### src/rtl/core/hduart_pkg.sv
`timescale 1ns / 1ps
// ----------------------------------------------------------------------------
// hduart_pkg
// Types and constants shared by the half-duplex UART with receive stack.
// ----------------------------------------------------------------------------
package hduart_pkg;

  localparam int STACK_DEPTH = 16;
  localparam int STACK_AW    = (STACK_DEPTH > 1) ? $clog2(STACK_DEPTH) : 1;
  localparam int FILL_W      = $clog2(STACK_DEPTH + 1);

  localparam int CFG_IDX_W  = 1;
  localparam int CFG_DATA_W = 16;

  localparam logic [CFG_IDX_W-1:0] REG_BIT_PERIOD      = 1'b0;
  localparam logic [CFG_IDX_W-1:0] REG_HALF_BIT_PERIOD = 1'b1;

  localparam logic [15:0] BIT_PERIOD_RST      = 16'd104;
  localparam logic [14:0] HALF_BIT_PERIOD_RST = 15'd52;

  // start bit + 8 data bits + stop bit
  localparam logic [3:0] FRAME_BITS = 4'd10;

  typedef enum logic [1:0] {
    OP_TICK = 2'd0,
    OP_SEND = 2'd1,
    OP_POP  = 2'd2
  } opcode_t;

  typedef enum logic [1:0] {
    MODE_IDLE = 2'd0,
    MODE_RX   = 2'd1,
    MODE_TX   = 2'd2
  } mode_t;

  typedef struct packed {
    logic [1:0] opcode;
    logic       rxd_level;
    logic [7:0] send_byte;
  } in_item_t;

  typedef struct packed {
    logic              txd_level;
    logic              tx_busy;
    logic              rx_busy;
    logic              send_refused;
    logic              rx_pushed;
    logic              frame_error;
    logic              rx_dropped;
    logic              pop_valid;
    logic [7:0]        pop_byte;
    logic [FILL_W-1:0] stack_count;
  } out_item_t;

endpackage

### src/rtl/core/hduart_if.sv
`timescale 1ns / 1ps
// ----------------------------------------------------------------------------
// hduart_if
// Valid/ready channels for tick transactions and result transactions.
// ----------------------------------------------------------------------------
interface hduart_in_if
  import hduart_pkg::*;
  ();
  logic     valid;
  logic     ready;
  in_item_t data;

  modport source (output valid, output data, input ready);
  modport sink   (input valid, input data, output ready);
endinterface

interface hduart_out_if
  import hduart_pkg::*;
  ();
  logic      valid;
  logic      ready;
  out_item_t data;

  modport source (output valid, output data, input ready);
  modport sink   (input valid, input data, output ready);
endinterface

### src/rtl/core/half_duplex_uart_with_lifo_unit.sv
`timescale 1ns / 1ps
// ----------------------------------------------------------------------------
// half_duplex_uart_with_lifo_unit
// Half-duplex 8N1 UART stepped by tick transactions, with a LIFO byte stack.
// Latency: the result of a tick is registered and presented in the cycle after its acceptance.
// Throughput: one tick per cycle; the stack RAM read is registered and
// overlaps with the next tick. A tick is taken while the result register
// is empty or being emptied in the same cycle.
// Reset: synchronous; control state cleared, stack RAM left as is (fill = 0).
// ----------------------------------------------------------------------------
module half_duplex_uart_with_lifo_unit
  import hduart_pkg::*;
(
  input  logic                  clk,
  input  logic                  rst,
  input  logic                  cfg_we,
  input  logic [CFG_IDX_W-1:0]  cfg_index,
  input  logic [CFG_DATA_W-1:0] cfg_wdata,
  hduart_in_if.sink             tick,
  hduart_out_if.source          result
);

  logic [15:0] bit_period;
  logic [14:0] half_bit_period;

  mode_t       mode, mode_next;
  logic [15:0] bit_timer, bit_timer_next;
  logic [3:0]  bits_left, bits_left_next;
  logic [8:0]  tx_shift, tx_shift_next;
  logic [9:0]  rx_shift, rx_shift_next;
  logic        line_out, line_out_next;
  logic        last_rxd;
  logic [FILL_W-1:0] stack_fill, stack_fill_next;

  logic [7:0] stack_mem [STACK_DEPTH];
  logic [7:0] rd_data;

  logic      res_valid;
  out_item_t res, res_next;

  logic        take;
  logic        was_idle, rx_edge, start_tx, ev;
  logic [3:0]  bl_dec;
  logic [9:0]  rx_new;
  logic        rx_done, rx_good;
  logic        pop_hit, push_ok;
  logic [FILL_W-1:0] fill_pop;

  assign tick.ready = !res_valid || result.ready;
  assign take       = tick.valid && tick.ready;

  // config
  always_ff @(posedge clk) begin
    if (rst) begin
      bit_period      <= BIT_PERIOD_RST;
      half_bit_period <= HALF_BIT_PERIOD_RST;
    end else if (cfg_we) begin
      unique case (cfg_index)
        REG_BIT_PERIOD:      bit_period      <= cfg_wdata;
        REG_HALF_BIT_PERIOD: half_bit_period <= cfg_wdata[14:0];
        default: ;
      endcase
    end
  end

  assign was_idle = (mode == MODE_IDLE);
  assign rx_edge  = was_idle && last_rxd && !tick.data.rxd_level;
  assign start_tx = (tick.data.opcode == OP_SEND) && was_idle && !rx_edge;
  assign ev       = (bit_timer <= 16'd1);
  assign bl_dec   = (bits_left != 4'd0) ? bits_left - 4'd1 : 4'd0;
  assign rx_new   = {tick.data.rxd_level, rx_shift[9:1]};
  assign rx_done  = (mode == MODE_RX) && ev && (bl_dec == 4'd0);
  assign rx_good  = rx_new[9] && !rx_new[0];
  assign pop_hit  = (tick.data.opcode == OP_POP) && (stack_fill != '0);
  assign fill_pop = pop_hit ? stack_fill - FILL_W'(1) : stack_fill;
  assign push_ok  = rx_done && rx_good && (fill_pop < FILL_W'(STACK_DEPTH));
  assign stack_fill_next = push_ok ? fill_pop + FILL_W'(1) : fill_pop;

  // next mode
  always_comb begin
    mode_next = mode;
    unique case (mode)
      MODE_TX: if (ev && bl_dec == 4'd0) mode_next = MODE_IDLE;
      MODE_RX: if (rx_done) mode_next = MODE_IDLE;
      default: mode_next = MODE_IDLE;
    endcase
    if (rx_edge) mode_next = MODE_RX;
    else if (start_tx) mode_next = MODE_TX;
  end

  // datapath
  always_comb begin
    bit_timer_next = bit_timer;
    bits_left_next = bits_left;
    tx_shift_next  = tx_shift;
    rx_shift_next  = rx_shift;
    line_out_next  = line_out;
    if (mode != MODE_IDLE) begin
      bit_timer_next = ev ? bit_period : bit_timer - 16'd1;
      if (ev) bits_left_next = bl_dec;
    end
    if (mode == MODE_TX && ev) begin
      if (bits_left >= FRAME_BITS) begin
        line_out_next = 1'b0;
      end else begin
        line_out_next = tx_shift[0];
        tx_shift_next = {1'b0, tx_shift[8:1]};
      end
    end
    if (mode == MODE_RX && ev) rx_shift_next = rx_new;
    if (rx_edge || start_tx) begin
      bits_left_next = FRAME_BITS;
      bit_timer_next = {1'b0, half_bit_period};
    end
    if (rx_edge) rx_shift_next = '0;
    if (start_tx) tx_shift_next = {1'b1, tick.data.send_byte};
  end

  always_comb begin
    res_next.txd_level    = line_out_next;
    res_next.tx_busy      = (mode_next == MODE_TX);
    res_next.rx_busy      = (mode_next == MODE_RX);
    res_next.send_refused = (tick.data.opcode == OP_SEND) && !start_tx;
    res_next.rx_pushed    = push_ok;
    res_next.frame_error  = rx_done && !rx_good;
    res_next.rx_dropped   = rx_done && rx_good && !push_ok;
    res_next.pop_valid    = pop_hit;
    res_next.pop_byte     = '0;
    res_next.stack_count  = stack_fill_next;
  end

  always_ff @(posedge clk) begin
    if (rst) begin
      mode       <= MODE_IDLE;
      bit_timer  <= '0;
      bits_left  <= '0;
      tx_shift   <= '0;
      rx_shift   <= '0;
      line_out   <= 1'b1;
      last_rxd   <= 1'b1;
      stack_fill <= '0;
    end else if (take) begin
      mode       <= mode_next;
      bit_timer  <= bit_timer_next;
      bits_left  <= bits_left_next;
      tx_shift   <= tx_shift_next;
      rx_shift   <= rx_shift_next;
      line_out   <= line_out_next;
      last_rxd   <= tick.data.rxd_level;
      stack_fill <= stack_fill_next;
    end
  end

  // stack RAM, read-before-write on the same entry
  always_ff @(posedge clk) begin
    if (take && push_ok) stack_mem[fill_pop[STACK_AW-1:0]] <= rx_new[8:1];
    if (take && pop_hit) rd_data <= stack_mem[fill_pop[STACK_AW-1:0]];
  end

  always_ff @(posedge clk) begin
    if (rst) begin
      res_valid <= 1'b0;
    end else if (take) begin
      res_valid <= 1'b1;
    end else if (result.ready) begin
      res_valid <= 1'b0;
    end
  end

  always_ff @(posedge clk) begin
    if (take) res <= res_next;
  end

  assign result.valid = res_valid;
  always_comb begin
    result.data          = res;
    result.data.pop_byte = res.pop_valid ? rd_data : 8'd0;
  end

  assert property (@(posedge clk) disable iff (rst)
    stack_fill <= FILL_W'(STACK_DEPTH))
    else $error("stack fill beyond depth");

  assert property (@(posedge clk) disable iff (rst)
    result.valid |-> $onehot0({result.data.rx_pushed, result.data.frame_error,
                               result.data.rx_dropped}))
    else $error("more than one frame outcome in one transaction");

  assert property (@(posedge clk) disable iff (rst)
    result.valid |-> !(result.data.tx_busy && result.data.rx_busy))
    else $error("transmit and receive active together");

  assert property (@(posedge clk) disable iff (rst)
    (take && push_ok) |=> (stack_fill != '0))
    else $error("push left stack empty");

endmodule
### src/flat_wrapper.sv
// flat-port wrapper written by rule: the top's interface ports become plain ports
module half_duplex_uart_with_lifo_unit_flat import hduart_pkg::*;
  (clk, rst, cfg_we, cfg_index, cfg_wdata, tick_valid, tick_data, tick_ready, result_valid, result_data, result_ready);
  hduart_in_if tick_i ();
  hduart_out_if result_i ();
  input  logic clk;
  input  logic rst;
  input  logic cfg_we;
  input  logic [CFG_IDX_W-1:0] cfg_index;
  input  logic [CFG_DATA_W-1:0] cfg_wdata;
  input wire logic [$bits(tick_i.valid)-1:0] tick_valid;
  input wire logic [$bits(tick_i.data)-1:0] tick_data;
  output wire logic [$bits(tick_i.ready)-1:0] tick_ready;
  output wire logic [$bits(result_i.valid)-1:0] result_valid;
  output wire logic [$bits(result_i.data)-1:0] result_data;
  input wire logic [$bits(result_i.ready)-1:0] result_ready;
  assign tick_i.valid = tick_valid;
  assign tick_i.data = tick_data;
  assign tick_ready = tick_i.ready;
  assign result_valid = result_i.valid;
  assign result_data = result_i.data;
  assign result_i.ready = result_ready;
  half_duplex_uart_with_lifo_unit u_core (.clk(clk), .rst(rst), .cfg_we(cfg_we), .cfg_index(cfg_index), .cfg_wdata(cfg_wdata), .tick(tick_i), .result(result_i));
endmodule
### config.mk
export PLATFORM = sky130hd
export DESIGN_NAME = half_duplex_uart_with_lifo_unit_flat
export DESIGN_NICKNAME = d
export VERILOG_FILES = /design/src/rtl/core/hduart_pkg.sv /design/src/rtl/core/hduart_if.sv /design/src/rtl/core/half_duplex_uart_with_lifo_unit.sv /design/src/flat_wrapper.sv
export SDC_FILE = /design/constraint.sdc
export NUM_CORES = 1
export LEC_CHECK = 0
export ABC_AREA = 1
export BUFFER_PORTS_ARGS = -buffer_cell sky130_fd_sc_hd__buf_2
export CORE_UTILIZATION = 62
export DETAILED_ROUTE_END_ITERATION = 8
export GPL_ROUTABILITY_DRIVEN = 0
export PLACE_DENSITY = 0.8
export SETUP_SLACK_MARGIN = 0.05
export SLEW_MARGIN = 20
export SYNTH_ARGS = -nofsm -noshare
export SYNTH_HDL_FRONTEND = slang
export SYNTH_SLANG_ARGS = --single-unit
### constraint.sdc
create_clock -name clk -period 5.3 [get_ports clk]
set_input_delay 0.265 -clock clk [delete_from_list [all_inputs] [get_ports clk]]
set_output_delay 0.265 -clock clk [all_outputs]
set_load 0.1 [all_outputs]
After elaboration in Yosys (flattened, before gate mapping)
Memories as Yosys holds them, arrays and structs flattened. A register that Yosys moved wholly into a read port is not among the register bits.
Index checks and enable logic that the tools add are counted.
- muxes and demuxes: 26
- bitwise operators: 1
- equality and inequality tests: 7
- magnitude comparators: 3
- reductions and logical operators: 43
- $add $sub $neg: 4
- operator list (kind ; count):
    two-way mux 16 bit ; 3
    two-way mux 9 bit ; 3
    two-way mux 10 bit ; 2
    logical AND 1 bit ; 18
    less-or-equal comparator 16 x 1 -> 1 bit, second input constant ; 1
    two-way mux 4 bit ; 4
    subtractor 16 x 1 -> 16 bit, second input constant ; 1
    nonzero test 2 bit ; 6
    two-way mux 5 bit ; 2
    two-way mux 2 bit ; 4
    two-way mux 8 bit ; 1
    AND reduction 2 bit ; 4
    zero test 1 bit ; 7
    equality test 2 x 1 -> 1 bit, second input constant ; 3
    equality test 2 bit, second input constant ; 3
    two-way mux 1 bit ; 6
    AND reduction 3 bit ; 2
    adder 5 x 1 -> 5 bit, second input constant ; 1
    < comparator 5 bit, second input constant ; 1
    nonzero test 5 bit ; 1
    subtractor 5 x 1 -> 5 bit, second input constant ; 1
    greater-or-equal comparator 4 bit, second input constant ; 1
    zero test 4 bit ; 1
    one-hot mux 2 bit (2 select lines) ; 1
    other kinds (6) ; 7
- register bits: 93
- input port bits: 33
- memories kept: 1
- output and inout port bits: 23
- RAM bits: 128
- memory list (memory ; depth ; bits a word ; read ports ; clocked after Yosys merged registers in ; write ports ; RTL line ; RTL):
    u_core.stack_mem ; 16 ; 8 ; 1 ; 1 ; 1 ; half_duplex_uart_with_lifo_unit.sv:35 ; logic [7:0] stack_mem [STACK_DEPTH];

Longest topological paths before layout
Gate-level depths: netlist of run 1.
- word-level depth: 9
- mapped depth: 15

Worst setup path after synthesis of run 1
OpenSTA, ideal clock, no wires.
- path kind: reg-to-reg
- start: reg u_core.res_valid (netlist: u_core.result.valid)
- end: mem u_core.stack_mem[10][0], enable pin
- arrival: 3195 ps
- buffers on the path: 1
- slack: 1735 ps
- stages on the path, launching flop included: 7
- clock period less this slack: 3565 ps
- data required time: 4930 ps
- setup time: 370 ps
- cell sequence: dfxtp_1 -> nand2_1 -> nand2_1 -> inv_2 -> buf_1 -> nand2_1 -> nor2_1
- longest elaborated chain between the ends: 6
- RTL lines (item ; RTL line ; RTL):
    start: declaration ; half_duplex_uart_with_lifo_unit.sv:38 ; logic res_valid;
    start signal: assignment ; half_duplex_uart_with_lifo_unit.sv:162 ; res_valid <= 1'b0;
    start signal: assignment ; half_duplex_uart_with_lifo_unit.sv:164 ; res_valid <= 1'b1;
    start signal: assignment ; half_duplex_uart_with_lifo_unit.sv:166 ; res_valid <= 1'b0;
    zero test 1 bit ; half_duplex_uart_with_lifo_unit.sv:49 ; assign tick.ready = !res_valid || result.ready;
    logical OR 1 bit ; half_duplex_uart_with_lifo_unit.sv:49 ;
    named net tick_ready ; flat_wrapper.sv:13 ; output wire logic [$bits(tick_i.ready)-1:0] tick_ready;
    logical AND 1 bit ; half_duplex_uart_with_lifo_unit.sv:50 ; assign take = tick.valid && tick.ready;
    named net u_core.take ; half_duplex_uart_with_lifo_unit.sv:41 ; logic take;
    logical AND 1 bit ; half_duplex_uart_with_lifo_unit.sv:156 ; if (take && push_ok) stack_mem[fill_pop[STACK_AW-1:0]] <= rx_new[8:1];
    two-way mux 1 bit ; half_duplex_uart_with_lifo_unit.sv:156 ;
    two-way mux 1 bit (not written as such) ; half_duplex_uart_with_lifo_unit.sv:156 ;
    end: declaration ; half_duplex_uart_with_lifo_unit.sv:35 ;
The timed path passes the listed nets, and every way through them passes these cells.

Final worst setup path of run 1
- start: reg u_core.stack_fill[0]
- end: mem u_core.stack_mem[1][2], enable pin
- longest elaborated chain between the ends: 8
- elaborated cells on any way between the ends: 9
- those cells by class: 1 x add/sub; 1 x order compare; 3 x mux; 4 x reduce/logical
- RTL lines (item ; RTL line ; RTL):
    start: declaration ; half_duplex_uart_with_lifo_unit.sv:33 ; logic [FILL_W-1:0] stack_fill, stack_fill_next;
    start signal: assignment ; half_duplex_uart_with_lifo_unit.sv:150 ; stack_fill <= stack_fill_next;
    branches (longest 2 deep; another with subtractor 5 x 1 -> 5 bit) ; -- ;
    two-way mux 5 bit (*) ; half_duplex_uart_with_lifo_unit.sv:75 ; assign fill_pop = pop_hit ? stack_fill - FILL_W'(1) : stack_fill;
    < comparator 5 bit ; half_duplex_uart_with_lifo_unit.sv:76 ; assign push_ok = rx_done && rx_good && (fill_pop < FILL_W'(STACK_DEPTH));
    logical AND 1 bit ; half_duplex_uart_with_lifo_unit.sv:76 ;
    logical AND 1 bit ; half_duplex_uart_with_lifo_unit.sv:156 ;
    two-way mux 1 bit ; half_duplex_uart_with_lifo_unit.sv:156 ;
    two-way mux 1 bit (not written as such) ; half_duplex_uart_with_lifo_unit.sv:156 ;
Every way passes the cells marked *.

==> run summary, run 1 <==
status: finished, final reports clean
Peak VDD IR: 0.0002961 V
fin nets: 1294
area delta synth->final: 11.60%
crit-path max FO: 85
Placed Area: 10800 um2
layout cells sized above 1: 10.24%
vias per cell: 5.427
Max-slew headroom: 37.98%
CP peak stage delay: 620 ps
Fmax achieved: 317.7 MHz
max-cap violations: 0
Fin Hold WS: 15.29 ps
Yosys cell types: 37
Slew @ Worst Pin: 929.0 ps
PnR worst setup slack: 2153 ps
Max Clock Skew: 10.65 ps
register area share after synthesis: 57.92%
Die W: 131.9 um
slowest CP cell: buf_4
Buffers on Ports: 55
average size of a mapped cell: 8.713 um2
gr busiest metal: met2
CTS buffer count: 24
CTS Hold Bufs: 11
Clock Sink Count: 228
Max Transition Viols Final: 0
Clock transition at path regs: 60 ps
Finished Cell Area: 11670 um2
WS Path Type: flip-flop to flip-flop
period utilisation layout: 59.38%
startpoint types: flip-flop
P per Cell Area: 375.6 nW/um2
H-tree depth: 1
1st-iter DRT viols: 590
Hold EP: u_core.bit_period[7]
sequential cell area: 6056 um2
met2 track demand over resource: 47.74%
Chip Height: 131.9 um
Cell Rows: 47
Clock Path Buffers: 3
gr ovfl total: 0
Post-CTS Setup Repair Bufs: 0
Post-Syn Area: 10460 um2
DIE AREA: 17390 um2
Hold Path Depth: 3
total negative setup slack: 0 ps
largest net degree at the start of global routing: 86
root cell of the clock tree: clkbuf_16
Static Leak: 5.118 nW
Worst Reg2Reg Path Length in Cells: 10
crit path capture type: flip-flop
GRT Util Overall: 27.52%
final setup violation count: 0
Final ANT Viol Nets: 0
drc violations: 0
Synth Register Bits: 228
Synth Instances: 1200
Pre-antenna DRT Iters: 5
first-pass GRT wire length: 37.92 mm
Non-Filler Instances: 1489
Final HPWL DP: 15.00 mm
Final Hold Fails: 0
area occupied by multi-input gates: 3542 um2
dpl cells: 1434
routing usage on met1: 35.07%
CTS tree: done
I/O Pins: 56
highest-count cells in the layout ignoring fill and taps: nand2_1 (330), inv_1 (155), edfxtp_1 (149), nor2_1 (125), dfxtp_1 (79)
Worst R2R Start: u_core.stack_fill[0]
worst skew pair latency: 510 ps
routed wirelength normalized by instance count: 15.76 um
antenna diode count: 0
R2R Setup Slk: 2150 ps
antenna violations before repair: 0
Required @ worst endpoint: 5450 ps
syn nets: 1243
Worst Hold Class: input pin to flip-flop
# resized after CTS: 0
reg2reg end: u_core.stack_mem[1][2]
RSZ-0062 raised after global routing: false
hold path start: cfg_wdata[7]
core footprint: 16520 um2
routed via count: 8081
CP Cell Sequence: inv_1 -> ha_1 -> nand3_2 -> nand2_4 -> nand2_1 -> nand2_2 -> buf_4 -> ha_1 -> nand2_1 -> nor2_1
DP Worst Slack: 2010 ps
vias in the first global route: 7626
most common cell after layout, fill and taps aside: nand2_1
CP arrival: 3290 ps
Period minus WS final: 3147 ps
final WL: 23.46 mm
Starting Density: 63.27%
synth warn: 0
met3 Use GR: 3.460%
final-layout fill cell count: 1257
kinds of logic (layout without fill, tap and decap cells):
logic type      after synthesis  in the layout  synth area share [%]
compound gates              168            168                 8.916
xor+xnor                     10             10                0.8377
fa+ha+maj                    10             10                 1.197
buf+inv                     213            282                 8.245
flops                       228            228                 57.92
simple gates                571            571                 22.88
sequential cells by signal, indices dropped and copies added (netlist names):
register	flops
u_core.stack_mem	128
u_core.bit_period	16
u_core.bit_timer	16
u_core.half_bit_period	15
u_core.result.data	13
u_core.rx_shift	9
u_core.tx_shift	9
u_core.rd_data	8
u_core.stack_fill	5
u_core.bits_left	4
u_core.mode	2
u_core.last_rxd	1
u_core.line_out	1
u_core.result.valid	1
critical path: cells and delay by family (launching register included):
family                     cells  cell delay, ps
and+or+nand+nor                6            1250
buffers and inverters          2             730
adders and majority gates      2             490
DFF                            1             320
where the power goes:
part | internal (mW) | total [mW] | switching [mW]
combinational | 0.212 | 0.740 | 0.528
clock | 0.962 | 1.62 | 0.655
sequential | 1.96 | 2.02 | 0.0644
metal layers:
metal / share of wire, % / vias to the layer above / wire (um)
met5: 0 / - / 0
met4: 3.3 / 0 / 763
met3: 6.5 / 62 / 1522
met2: 49 / 302 / 11610
met1: 41 / 3723 / 9572
li1: - / 3994 / -
area by class of cell:
class,instances,share of cell area [%]
clock buffers,35,5.684
clock inverters,9,0.7936
inverters,170,5.469
multi-input cells,759,30.36
flip-flops and latches,228,51.90
well taps,220,2.359
repair buffers,68,3.432
cell usage after synthesis:
cell type	n	area [um2]
a21oi_1	64	320.3
a21oi_2	1	8.760
a31oi_1	1	6.260
buf_1	1	3.750
buf_2	17	85.08
buf_4	3	22.52
buf_6	4	45.04
clkbuf_1	18	67.56
clkinv_1	1	3.750
dfxtp_1	79	1582
edfxtp_1	149	4474
ha_1	10	125.1
inv_1	155	581.8
inv_2	14	52.55
nand2_1	332	1246
nand2_2	5	31.28
nand2_4	3	33.78
nand3_1	70	350.3
nand3_2	1	10.01
nand3b_1	3	22.52
nand4_1	11	68.82
nor2_1	125	469.2
nor2_2	7	43.79
nor2_4	5	56.30
nor3_1	3	15.01
nor3_2	2	20.02
nor4_1	1	6.260
o211ai_1	23	172.7
o21ai_0	71	355.3
o21ai_1	4	20.02
o21ai_4	2	32.53
o21bai_1	1	7.510
o311ai_0	1	8.760
or2_0	2	12.51
or2_2	1	6.260
xnor2_1	6	52.55
xor2_1	4	35.03
per-stage QoR:
stage	util [%]	power, mW
after detailed placement	65.35	2.783
final	70.61	4.382
after CTS	70.59	4.389
after floorplan	-	2.624
after global placement	65.34	2.768
after global routing	70.61	4.549
how the worst max path moves through the flow:
stage	startpoint	endpoint	slack, ps	depth (start not counted)
floorplan	u_core.result.valid	u_core.stack_mem[10][0]	1730	6
global placement	u_core.stack_fill[0]	u_core.stack_mem[9][5]	2080	9
detailed placement	u_core.stack_fill[0]	u_core.stack_mem[3][4]	2010	9
CTS	u_core.stack_fill[0]	u_core.stack_mem[3][4]	1990	9
global route	u_core.stack_fill[0]	u_core.stack_mem[3][4]	1850	10
finish	u_core.stack_fill[0]	u_core.stack_mem[1][2]	2150	10
Power figures use the tool's default switching activity.
==> run 2: changes to the inputs <==
--- a/config.mk
+++ b/config.mk
@@ -7,10 +7,10 @@
 export LEC_CHECK = 0
 export ABC_AREA = 1
 export BUFFER_PORTS_ARGS = -buffer_cell sky130_fd_sc_hd__buf_2
-export CORE_UTILIZATION = 62
+export CORE_UTILIZATION = 55
 export DETAILED_ROUTE_END_ITERATION = 8
 export GPL_ROUTABILITY_DRIVEN = 0
-export PLACE_DENSITY = 0.8
+export PLACE_DENSITY = 0.75
 export SETUP_SLACK_MARGIN = 0.05
 export SLEW_MARGIN = 20
 export SYNTH_ARGS = -nofsm -noshare
==> constraint.sdc (replaced) <==
create_clock -name clk -period 2.6 [get_ports clk]
set_input_delay 0.13 -clock clk [delete_from_list [all_inputs] [get_ports clk]]
set_output_delay 0.13 -clock clk [all_outputs]
set_load 0.1 [all_outputs]
==> run summary, run 2 (synthesis gave the netlist of run 1 again) <==
status: finished, final reports clean
Tot Pwr: 8.988 mW
antenna violations before repair: 0
startpoint types: flip-flop
delay-heaviest family, CP: simple AND/OR/NAND/NOR gates
routed wirelength normalized by instance count: 15.79 um
Buffers on Ports: 55
Peak VDD IR: 0.0005171 V
Largest register FFs: 128
CP arrival: 2660 ps
first-pass GRT wire length: 39.38 mm
GRT Util Overall: 25.69%
Fmax achieved: 410.6 MHz
WS Path Type: flip-flop to flip-flop
period utilisation layout: 93.68%
gr ovfl total: 0
DIE AREA: 19570 um2
final WL: 24.55 mm
vias per cell: 5.348
drc violations: 0
Period minus WS final: 2436 ps
CTS buffer count: 24
Cell Rows: 50
P per Cell Area: 739.2 nW/um2
Pre-antenna DRT Iters: 5
Starting Density: 56.08%
I/O Pins: 56
CP Cell Sequence: inv_1 -> ha_1 -> o21ai_0 -> nor2_1 -> nand4_1 -> inv_2 -> nand4_1 -> nor2_4 -> nand2_2 -> nor2_1 -> buf_4
Max Transition Viols Final: 0
slowest CP cell: dfxtp_1
Worst Hold Class: input pin to flip-flop
Max-slew headroom: 40.20%
final-layout fill cell count: 1512
Chip Height: 139.9 um
layout cells sized above 1: 13.40%
dpl cells: 1488
WP buf/inv: 3
total negative setup slack: 0 ps
crit-path max FO: 8
final setup violation count: 0
core footprint: 18640 um2
max-cap violations: 0
worst skew pair latency: 510 ps
1st-iter DRT viols: 555
Max Clock Skew: 11.16 ps
RSZ-0062 raised after global routing: false
area delta synth->final: 16.30%
largest net degree at the start of global routing: 50
vias in the first global route: 7831
fin nets: 1348
root cell of the clock tree: clkbuf_16
Final HPWL DP: 16.22 mm
Required @ worst endpoint: 2820 ps
CTS tree: done
Clock Sink Count: 228
Clock transition at path regs: 60 ps
Static Leak: 5.387 nW
routed via count: 8316
Placed Area: 11160 um2
Final ANT Viol Nets: 0
H-tree depth: 1
Die W: 139.9 um
Final Hold Fails: 0
Non-Filler Instances: 1555
CP peak stage delay: 340 ps
antenna diode count: 0
Clock Path Buffers: 3
Finished Cell Area: 12160 um2
highest-count cells in the layout ignoring fill and taps: nand2_1 (327), inv_1 (154), edfxtp_1 (149), nor2_1 (125), dfxtp_1 (78)
Slew @ Worst Pin: 895.8 ps
crit path capture type: flip-flop
most common cell after layout, fill and taps aside: nand2_1
-- run 2: cell types whose count changed in the layout (fill, tap and decap cells not counted), moves of 2 or more --
cell           before  now
nand2_2             7    9
buf_4               2   41
dlygate4sd3_1      11   24
clkbuf_8            0    2
nand2_1           330  327
clkbuf_1           10    7
buf_12              0    2
-- run 2: stage by stage --
stage | setup slack, ps | util [%] | hold slack, ps
2_1_floorplan | 260.6 | - | 243.2
3_3_place_gp | 281.7 | 59.85 | 344.2
3_5_place_dp | 138.5 | 59.85 | 346.5
4_1_cts | 124.7 | 65.13 | 0.6154
5_1_grt | 60.53 | 65.22 | 9.330
6_report | 164.3 | 65.22 | 8.318
-- run 2: layout make-up --
cell class / instances / area [um2] / area share, %
timing repair buffer: 122 / 863.3 / 7.100
clock inverter: 8 / 65.06 / 0.5351
multi-input combinational: 759 / 3563 / 29.31
sequential: 228 / 6057 / 49.81
inverter: 170 / 638.1 / 5.248
clock buffer: 34 / 679.4 / 5.588
tap: 234 / 292.8 / 2.408
-- run 2: worst paths after layout --
check                       start                      end  slack (ps)  cells past startpoint
max           u_core.bit_timer[0]  u_core.stack_mem[13][1]         160                     11
min reg2reg  u_core.bit_period[6]     u_core.bit_period[6]         460                      2
min                  tick_data[2]       u_core.tx_shift[2]           8                      5
max reg2reg   u_core.bit_timer[0]  u_core.stack_mem[13][1]         160                     11
-- run 2: power by group --
part / total, mW / switching [mW] / internal, mW
Combinational: 1.63 / 1.13 / 0.506
Sequential: 4.10 / 0.111 / 3.99
Clock: 3.25 / 1.34 / 1.91
Total: 8.99 / 2.58 / 6.41
-- run 2: worst register-to-register path, cell delays in order, from the launching register on --
cell and delay (ps):
dfxtp_1 340, inv_1 100, ha_1 230, o21ai_0 120, nor2_1 100, nand4_1 170
inv_2 140, nand4_1 170, nor2_4 250, nand2_2 170, nor2_1 160, buf_4 190
-- run 2: layer usage --
| layer | GRT usage, % | vias up | wire length (um) |
|---|---|---|---|
| met5 | 0 | - | 0 |
| met2 | 43.05 | 296 | 11890 |
| met4 | 9.080 | 0 | 742 |
| li1 | - | 4095 | - |
| met3 | 3.476 | 57 | 1536 |
| met1 | 34.29 | 3868 | 10380 |
-- run 2: repair_timing --
action	4_1_cts	5_1_grt
setup buffers	0	1
setup endpoints to repair	0	128
resized for setup	0	5
endpoints found under the hold margin	40	0
hold buffers	24	0
